<file path="config.mk">
export PLATFORM = sky130hd
export DESIGN_NAME = delimited_command_packet_parser_core
export DESIGN_NICKNAME = d
export VERILOG_FILES = /design/src/design/dcpp_pkg.sv /design/src/design/delimited_command_packet_parser_core.sv /design/src/design/dcpp_ram.sv
export SDC_FILE = /design/constraint.sdc
export NUM_CORES = 1
export LEC_CHECK = 0
export ABC_AREA = 0
export BUFFER_PORTS_ARGS = -buffer_cell sky130_fd_sc_hd__buf_2
export CAP_MARGIN = 20
export CELL_PAD_IN_SITES_DETAIL_PLACEMENT = 0
export CELL_PAD_IN_SITES_GLOBAL_PLACEMENT = 2
export CORE_MARGIN = 2
export CORE_UTILIZATION = 46
export CTS_CLUSTER_DIAMETER = 60
export CTS_CLUSTER_SIZE = 20
export DETAILED_ROUTE_END_ITERATION = 12
export PLACE_DENSITY_LB_ADDON = 0.1
export SLEW_MARGIN = 20
export SYNTH_ARGS = -nofsm -noshare
export SYNTH_HDL_FRONTEND = slang
export SYNTH_HIERARCHICAL = 1
export SYNTH_SLANG_ARGS = --single-unit
</file>
<file path="constraint.sdc">
create_clock -name i_clk -period 4 [get_ports i_clk]
set_clock_uncertainty 0.2 [all_clocks]
set_input_delay 0 -clock i_clk [delete_from_list [all_inputs] [get_ports i_clk]]
set_output_delay 0 -clock i_clk [all_outputs]
set_load 0.05 [all_outputs]
</file>
<file path="src/design/dcpp_pkg.sv">
// Shared definitions for the delimited command packet parser.
// Event codes, parse states, configuration indexes and field widths.
// No dependencies.
package dcpp_pkg;

    // Field widths
    localparam int BYTE_W  = 8;
    localparam int EV_W    = 3;
    localparam int LEN_W   = 6;
    localparam int CFG_A_W = 2;

    // Default limit on parameter length
    localparam int MAX_PARAM_LEN_DEF = 32;

    // Result event codes
    localparam logic [EV_W-1:0] EV_PROGRESS = 3'd0;
    localparam logic [EV_W-1:0] EV_COMMAND  = 3'd1;
    localparam logic [EV_W-1:0] EV_PARAM    = 3'd2;
    localparam logic [EV_W-1:0] EV_EMPTY    = 3'd3;
    localparam logic [EV_W-1:0] EV_EOP      = 3'd4;
    localparam logic [EV_W-1:0] EV_CORRUPT  = 3'd5;
    localparam logic [EV_W-1:0] EV_TOOLONG  = 3'd6;

    // Parse states
    localparam logic [1:0] ST_IDLE  = 2'd0;
    localparam logic [1:0] ST_CMD   = 2'd1;
    localparam logic [1:0] ST_PARAM = 2'd2;

    // Configuration register indexes
    localparam logic [CFG_A_W-1:0] CFG_START = 2'd0;
    localparam logic [CFG_A_W-1:0] CFG_END   = 2'd1;
    localparam logic [CFG_A_W-1:0] CFG_DELIM = 2'd2;

    // Reset values of the configuration registers
    localparam logic [BYTE_W-1:0] START_RST = 8'd60;
    localparam logic [BYTE_W-1:0] END_RST   = 8'd62;
    localparam logic [BYTE_W-1:0] DELIM_RST = 8'd44;

endpackage

</file>
<file path="src/design/delimited_command_packet_parser_core.sv">
// Delimited command packet parser: start byte, command byte, delimited parameters, end byte.
// A byte waits in an input register until the run sequencer is idle and the output register
// is free, then is decoded; no new byte is taken until then. A run reads each parameter byte
// from the RAM, then loads it to the output register; end of packet follows a run closed by
// the end byte. Reset (synchronous, active low) clears control state and loads the default
// delimiters; the parameter RAM is not cleared.
module delimited_command_packet_parser_core
    import dcpp_pkg::*;
#(
    parameter int MAX_PARAM_LEN = MAX_PARAM_LEN_DEF
) (
    input  logic               i_clk,
    input  logic               i_rst_n,
    // Input stream
    input  logic               s_axis_tvalid,
    output logic               s_axis_tready,
    input  logic [7:0]         s_axis_tdata,   // [7:0] rx_byte
    // Result stream
    output logic               m_axis_tvalid,
    input  logic               m_axis_tready,
    output logic [15:0]        m_axis_tdata,   // [7:0] data_byte, [13:8] param_length, pad
    output logic [EV_W-1:0]    m_axis_tuser,   // [2:0] event_res
    output logic               m_axis_tlast,   // last result for this input byte
    // Configuration writes
    input  logic               i_cfg_we,
    input  logic [CFG_A_W-1:0] i_cfg_idx,
    input  logic [BYTE_W-1:0]  i_cfg_data
);

    localparam int AW = (MAX_PARAM_LEN > 1) ? $clog2(MAX_PARAM_LEN) : 1;
    localparam int CW = $clog2(MAX_PARAM_LEN + 1);
    localparam logic [CW-1:0] MAX_CNT = CW'(MAX_PARAM_LEN);

    // Sequencer codes
    localparam logic [1:0] SEQ_IDLE = 2'd0;
    localparam logic [1:0] SEQ_RD   = 2'd1;
    localparam logic [1:0] SEQ_WR   = 2'd2;
    localparam logic [1:0] SEQ_EOP  = 2'd3;

    // Configuration
    logic [BYTE_W-1:0] r_start, r_end, r_delim;

    // Input register
    logic              r_in_valid, n_in_valid;
    logic [BYTE_W-1:0] r_in_byte;

    // Parser and sequencer state
    logic [1:0]        r_pst, n_pst;
    logic [1:0]        r_seq, n_seq;
    logic [CW-1:0]     r_count, n_count;
    logic [CW-1:0]     r_len, n_len;
    logic [CW-1:0]     r_idx, n_idx;
    logic              r_eop, n_eop;

    // Output register
    logic              r_out_valid, n_out_valid;
    logic [EV_W-1:0]   r_out_ev, n_out_ev;
    logic [BYTE_W-1:0] r_out_data, n_out_data;
    logic [LEN_W-1:0]  r_out_len, n_out_len;
    logic              r_out_last, n_out_last;

    // RAM port signals
    logic              ram_we;
    logic [BYTE_W-1:0] ram_rdata;

    logic              out_free;
    logic              last_idx;
    logic              in_take;

    assign out_free = !r_out_valid || m_axis_tready;
    assign last_idx = (CW'(r_idx + 1'b1) == r_len);
    assign in_take  = s_axis_tvalid && !r_in_valid;

    // Parameter byte store
    dcpp_ram #(
        .WIDTH (BYTE_W),
        .DEPTH (MAX_PARAM_LEN)
    ) u_store (
        .i_clk   (i_clk),
        .i_we    (ram_we),
        .i_waddr (r_count[AW-1:0]),
        .i_wdata (r_in_byte),
        .i_raddr (r_idx[AW-1:0]),
        .o_rdata (ram_rdata)
    );

    // Decode the held byte and drive the run sequencer
    always_comb begin
        n_in_valid  = r_in_valid;
        n_pst       = r_pst;
        n_seq       = r_seq;
        n_count     = r_count;
        n_len       = r_len;
        n_idx       = r_idx;
        n_eop       = r_eop;
        n_out_valid = r_out_valid && !m_axis_tready;
        n_out_ev    = r_out_ev;
        n_out_data  = r_out_data;
        n_out_len   = r_out_len;
        n_out_last  = r_out_last;
        ram_we      = 1'b0;

        unique case (r_seq)
            SEQ_IDLE: begin
                if (r_in_valid && out_free) begin
                    n_in_valid  = 1'b0;
                    n_out_valid = 1'b1;
                    n_out_ev    = EV_PROGRESS;
                    n_out_data  = '0;
                    n_out_len   = '0;
                    n_out_last  = 1'b1;
                    priority if (r_in_byte == r_start) begin
                        if (r_pst == ST_CMD || r_pst == ST_PARAM) begin
                            n_out_ev = EV_CORRUPT;
                        end
                        n_count = '0;
                        n_pst   = ST_CMD;
                    end else if (r_in_byte == r_end) begin
                        n_pst = ST_IDLE;
                        if (r_pst == ST_PARAM) begin
                            if (r_count == '0) begin
                                n_out_ev = EV_EOP;
                            end else begin
                                // start a run, end of packet follows it
                                n_out_valid = r_out_valid && !m_axis_tready;
                                n_len       = r_count;
                                n_idx       = '0;
                                n_eop       = 1'b1;
                                n_count     = '0;
                                n_seq       = SEQ_RD;
                            end
                        end else if (r_pst == ST_CMD) begin
                            n_out_ev = EV_CORRUPT;
                            n_count  = '0;
                        end
                    end else if (r_in_byte == r_delim) begin
                        if (r_pst == ST_PARAM) begin
                            if (r_count == '0) begin
                                n_out_ev = EV_EMPTY;
                            end else begin
                                n_out_valid = r_out_valid && !m_axis_tready;
                                n_len       = r_count;
                                n_idx       = '0;
                                n_eop       = 1'b0;
                                n_count     = '0;
                                n_seq       = SEQ_RD;
                            end
                        end else if (r_pst == ST_CMD) begin
                            n_out_ev = EV_CORRUPT;
                            n_count  = '0;
                            n_pst    = ST_IDLE;
                        end else begin
                            n_pst = ST_IDLE;
                        end
                    end else begin
                        if (r_pst == ST_CMD) begin
                            n_out_ev   = EV_COMMAND;
                            n_out_data = r_in_byte;
                            n_count    = '0;
                            n_pst      = ST_PARAM;
                        end else if (r_pst == ST_PARAM) begin
                            if (r_count >= MAX_CNT) begin
                                n_out_ev = EV_TOOLONG;
                                n_count  = '0;
                                n_pst    = ST_IDLE;
                            end else begin
                                // store the byte, report progress
                                ram_we  = 1'b1;
                                n_count = CW'(r_count + 1'b1);
                            end
                        end else begin
                            n_pst = ST_IDLE;
                        end
                    end
                end
            end
            SEQ_RD: begin
                // address is on the RAM, data lands next cycle
                n_seq = SEQ_WR;
            end
            SEQ_WR: begin
                if (out_free) begin
                    n_out_valid = 1'b1;
                    n_out_ev    = EV_PARAM;
                    n_out_data  = ram_rdata;
                    n_out_len   = LEN_W'(r_len);
                    n_out_last  = last_idx && !r_eop;
                    if (last_idx) begin
                        n_seq = r_eop ? SEQ_EOP : SEQ_IDLE;
                    end else begin
                        n_idx = CW'(r_idx + 1'b1);
                        n_seq = SEQ_RD;
                    end
                end
            end
            SEQ_EOP: begin
                if (out_free) begin
                    n_out_valid = 1'b1;
                    n_out_ev    = EV_EOP;
                    n_out_data  = '0;
                    n_out_len   = '0;
                    n_out_last  = 1'b1;
                    n_seq       = SEQ_IDLE;
                end
            end
            default: begin
                n_seq = SEQ_IDLE;
            end
        endcase

        // take a new beat into the empty input register
        if (in_take) begin
            n_in_valid = 1'b1;
        end
    end

    // Control and configuration registers
    always_ff @(posedge i_clk) begin
        if (!i_rst_n) begin
            r_start     <= START_RST;
            r_end       <= END_RST;
            r_delim     <= DELIM_RST;
            r_in_valid  <= 1'b0;
            r_pst       <= ST_IDLE;
            r_seq       <= SEQ_IDLE;
            r_count     <= '0;
            r_out_valid <= 1'b0;
        end else begin
            if (i_cfg_we) begin
                unique case (i_cfg_idx)
                    CFG_START: r_start <= i_cfg_data;
                    CFG_END:   r_end   <= i_cfg_data;
                    CFG_DELIM: r_delim <= i_cfg_data;
                    default: begin
                    end
                endcase
            end
            r_in_valid  <= n_in_valid;
            r_pst       <= n_pst;
            r_seq       <= n_seq;
            r_count     <= n_count;
            r_out_valid <= n_out_valid;
        end
    end

    // Payload registers
    always_ff @(posedge i_clk) begin
        if (in_take) begin
            r_in_byte <= s_axis_tdata;
        end
        r_len      <= n_len;
        r_idx      <= n_idx;
        r_eop      <= n_eop;
        r_out_ev   <= n_out_ev;
        r_out_data <= n_out_data;
        r_out_len  <= n_out_len;
        r_out_last <= n_out_last;
    end

    assign s_axis_tready = !r_in_valid;
    assign m_axis_tvalid = r_out_valid;
    assign m_axis_tdata  = {2'b00, r_out_len, r_out_data};
    assign m_axis_tuser  = r_out_ev;
    assign m_axis_tlast  = r_out_last;

`ifndef SYNTHESIS
    // Parameter fill never passes the limit
    a_count_limit: assert property (@(posedge i_clk) disable iff (!i_rst_n)
        r_count <= MAX_CNT)
        else $error("parameter count above limit");

    // Run index stays inside the captured length
    a_idx_range: assert property (@(posedge i_clk) disable iff (!i_rst_n)
        (r_seq == SEQ_RD || r_seq == SEQ_WR) |-> (r_idx < r_len))
        else $error("run index out of range");

    // Output load of a run byte only follows a RAM read cycle or a stalled output load
    a_wr_after_rd: assert property (@(posedge i_clk) disable iff (!i_rst_n)
        (r_seq == SEQ_WR) |-> ($past(r_seq) == SEQ_RD || $past(r_seq) == SEQ_WR))
        else $error("run write without preceding read");

    // Store writes happen only inside a parameter with room left
    a_store_write: assert property (@(posedge i_clk) disable iff (!i_rst_n)
        ram_we |-> (r_pst == ST_PARAM && r_count < MAX_CNT && r_seq == SEQ_IDLE))
        else $error("unexpected parameter store write");
`endif

endmodule

</file>
<file path="src/design/dcpp_ram.sv">
// Generic single-port-write, single-port-read RAM with registered read data.
// Used for the parameter byte store of the packet parser. No dependencies.
module dcpp_ram #(
    parameter int WIDTH = 8,
    parameter int DEPTH = 32,
    localparam int AW   = (DEPTH > 1) ? $clog2(DEPTH) : 1
) (
    input  logic             i_clk,
    input  logic             i_we,
    input  logic [AW-1:0]    i_waddr,
    input  logic [WIDTH-1:0] i_wdata,
    input  logic [AW-1:0]    i_raddr,
    output logic [WIDTH-1:0] o_rdata
);

    logic [WIDTH-1:0] r_mem [DEPTH];
    logic [WIDTH-1:0] r_rdata;

    // Write port and registered read port
    always_ff @(posedge i_clk) begin
        if (i_we) begin
            r_mem[i_waddr] <= i_wdata;
        end
        r_rdata <= r_mem[i_raddr];
    end

    assign o_rdata = r_rdata;

endmodule

</file>
==> run_results.csv <==
group,metric,value,unit
synthesis,netlist_area,0.0138,mm2
power_and_ir_drop,design_power_total,0.00689,W
final_layout,fin_nets,926,
global_routing,grt_start_max_net_pins,65,
setup_path,reg2regPathDepth,8,
worst_hold_path,min_from,"i_cfg_data[2]",
clock_network,htree_levels,1,
die,core_area,0.0296,mm2
die,initial_utilization,0.467,
synthesis,synth_xor_area_frac,0.0252,
drt,wire_per_inst,22.9,um
synthesis,synth-edff-count,295,
setup_path,path_max_fanout,9,
clock_network,cts_root_buf,"clkbuf_16",
die,num_rows,63,
worst_hold_path,hold_path_depth,4,
die,die_x,177,um
drt,routed_wl,29800,um
sta,finalSetupTns,0,ns
synthesis,yosys_warnings,6,
setup_path,timing.rr.end,"u_store/r_mem[0][3]",
synthesis,yosys-top-cells-area,"edfxtp_1, mux4_2, dfxtp_1",
placed_design,dp_hpwl,19400,um
synthesis,synth.most_common_cell,"edfxtp_1",
setup_path,required,3.98,ns
drt,drc,0,
setup_path,r2r_start,"r_in_byte[1]",
clock_network,post-cts-setup-buffers,0,
clock_network,cts.sinks,339,
synthesis,synth_mux_area_frac,0.150,
clock_network,insertion_delay,0.55,ns
setup_path,arrival,3.49,ns
sta,fmax,285,MHz
setup_path,rrSetupSlack,0.49,ns
final_layout,fillers,2372,
setup_path,slowest_delay,0.64,ns
global_routing,grt_pass1_vias,7452,
global_routing,antenna_found_initial,1,
synthesis,yosysTopAreaCell,"edfxtp_1",
setup_path,path_buf_inv,1,
power_and_ir_drop,combPwrFrac,0.036,
power_and_ir_drop,internal_power,0.00537,W
synthesis,synth_common_cells,"edfxtp_1, mux4_2, nor2_1",
global_routing,grt_usage,0.196,
drt,final_antenna_net_count,0,
power_and_ir_drop,power_switching,0.00152,W
clock_network,clockBufferDepth,3,
drt,viasPerCell,5.60,
die,top_level_ports,45,
clock_network,cts_tree,"done",
synthesis,syn_area_per_cell,18.0,um2
synthesis,synthAdderAreaFrac,0.00814,
synthesis,synth-seq-cells,339,
power_and_ir_drop,p_leak,5.31,nW
global_routing,grt_remaining_overflow,0,
setup_path,criticalPathCategory,"flop to flop",
drt,drtIter0Drc,542,
synthesis,synth-compound-area-share,0.0331,
power_and_ir_drop,p_per_area,428,mW/mm2
power_and_ir_drop,worst_ir_drop_vdd,0.370,mV
clock_network,path_clk_slew,0.08,ns
synthesis,synth_simple_gate_area_frac,0.0619,
setup_path,worstPathCellList,"xnor2_1 -> nand4_1 -> or2_1 -> inv_4 -> nor3_4 -> and2_1 -> or3b_2 -> nor2_1",
synthesis,synth_ff_type,"edfxtp_1",
synthesis,ys_types,66,
sta,layout_min_cycle_time,3.51,ns
power_and_ir_drop,power.share.clock,0.400,
global_routing,grt_pass1_wl,45800,um
drt,firstDrtPassIters,5,
job,maxCapViolations,0,
placed_design,routabilityCongestion,0.806,
sta,slew_viol_final,0,
clock_network,cts_buffers,27,
drt,vias,7288,
setup_path,cpMaxStageDelayCell,"nor2_1",
final_layout,diodes,0,
setup_path,path_delay_family,"simple AND/OR/NAND/NOR gates",
sta,fin_crit_sh,0.877,
worst_hold_path,hold_path.class,"primary input to flop",
sta,tightest_slew,0.860,ns
synthesis,synth_top_family_by_area,"multiplexers",
synthesis,synthCells,768,
power_and_ir_drop,switching_share,0.220,
sta,setup_viol,0,
sta,finalHoldViolCount,0,
synthesis,netlist.area_leader.share,0.640,
setup_path,cp-start-kind,"flop",
sta,slew_headroom,0.426,
final_layout,area_growth,16.4,%
status,outcome,"finished, final reports clean",
setup_path,end_kind,"flop",
placed_design,io_buffers,42,
die,dieArea,0.0315,mm2
synthesis,ys_seq_area_frac,0.704,
synthesis,async_reset_ff_frac,0,
die,die_h,177,um
power_and_ir_drop,power_frac_seq,0.564,
worst_hold_path,min_delay_worst_endpoint,"r_delim[2]",
final_layout,drive_gt1_frac,0.252,
sta,rsz0062_at_grt,"false",
-- registers in the layout, summed over array words and instances (netlist names), 6 cells and up --
name,flops
r_delim,8
r_end,8
r_in_byte,8
r_start,8
r_out_len,6
r_len,6
r_out_data,8
u_store/o_rdata,8
r_idx,6
u_store/r_mem,256
r_count,6
-- cells in the final DEF (no fill, tap or decap), types with 12 or more instances in the layout --
cell type,n
nand2_1,42
mux4_2,80
buf_2,42
buf_4,41
inv_1,12
dfxtp_1,44
nand3_1,12
dlygate4sd3_1,48
mux2i_1,19
xnor2_1,15
nor2_1,54
clkbuf_16,27
edfxtp_1,295
xor2_1,17
-- kinds of logic (layout without fill, tap and decap cells) --
| logic type | Yosys count | in the layout |
|---|---|---|
| buf+inv | 50 | 193 |
| flops | 339 | 339 |
| other cells | 1 | 2 |
| fa+ha+maj | 9 | 9 |
| compound gates | 59 | 59 |
| mux | 107 | 107 |
| simple gates | 168 | 168 |
| xor+xnor | 35 | 35 |
-- area by class of cell --
type                    instances  area, um2  area share
flip-flops and latches        339       9740       0.605
multi-input cells             380       3870       0.240
repair buffers                133       1040      0.0645
clock buffers                  27        676      0.0420
well taps                     390        488      0.0303
clock inverters                20        241      0.0150
inverters                      13       51.3     0.00319
-- metal layers --
| metal | up-vias | part of all wire | track usage |
|---|---|---|---|
| met4 | 0 | 0.020 | 0.0400 |
| met5 | - | 0 | 0 |
| met1 | 3803 | 0.46 | 0.287 |
| li1 | 3276 | - | - |
| met2 | 173 | 0.48 | 0.321 |
| met3 | 36 | 0.039 | 0.0206 |
-- stage by stage --
stage,util,area [um2],setup slack [ns],cells,hold slack (ns)
final,0.543,16100,0.492,1302,0.0427
after global routing,0.543,16100,0.220,1302,0.0541
after CTS,0.543,16100,0.454,1302,0.0239
after detailed placement,0.496,14700,0.451,1207,-0.00962
after global placement,0.496,14700,0.549,1207,-0.0118
after floorplan,-,13800,0.640,769,-0.101
-- how the worst max path moves through the flow --
stage          cells after the start                    to  slack, ns         start
6_report                           8   u_store/r_mem[0][3]       0.49  r_in_byte[1]
5_1_grt                            8   u_store/r_mem[8][5]       0.22  r_in_byte[4]
3_3_place_gp                       8  u_store/r_mem[16][7]       0.55  r_in_byte[4]
3_5_place_dp                       8  u_store/r_mem[20][7]       0.45  r_in_byte[4]
2_1_floorplan                      8  u_store/r_mem[28][0]       0.64  r_in_byte[1]
4_1_cts                            8  u_store/r_mem[20][0]       0.45  r_in_byte[4]
-- worst min-delay path, cell delays in order --
cell	delay (ns)
dlygate4sd3_1	0.52
buf_2	0.12
mux2i_1	0.06
nand2_1	0.06
-- repair_timing --
action / 4_1_cts / 5_1_grt
endpoints found under the hold margin: 52 / 0
gates resized for setup: 0 / 0
endpoints found under the setup margin: 0 / 0
hold buffers: 48 / 0
-- power by group through the flow --
stage / clock [W] / combinational, W / sequential [W]
4_1_cts: 0.00283 / 0.000251 / 0.00388
3_3_place_gp: 0 / 0.000216 / 0.00396
5_1_grt: 0.00294 / 0.000271 / 0.00389
2_1_floorplan: 0 / 0.0000757 / 0.00402
3_5_place_dp: 0 / 0.000220 / 0.00397
6_report: 0.00276 / 0.000248 / 0.00388
(Power assumes the default switching activity.)
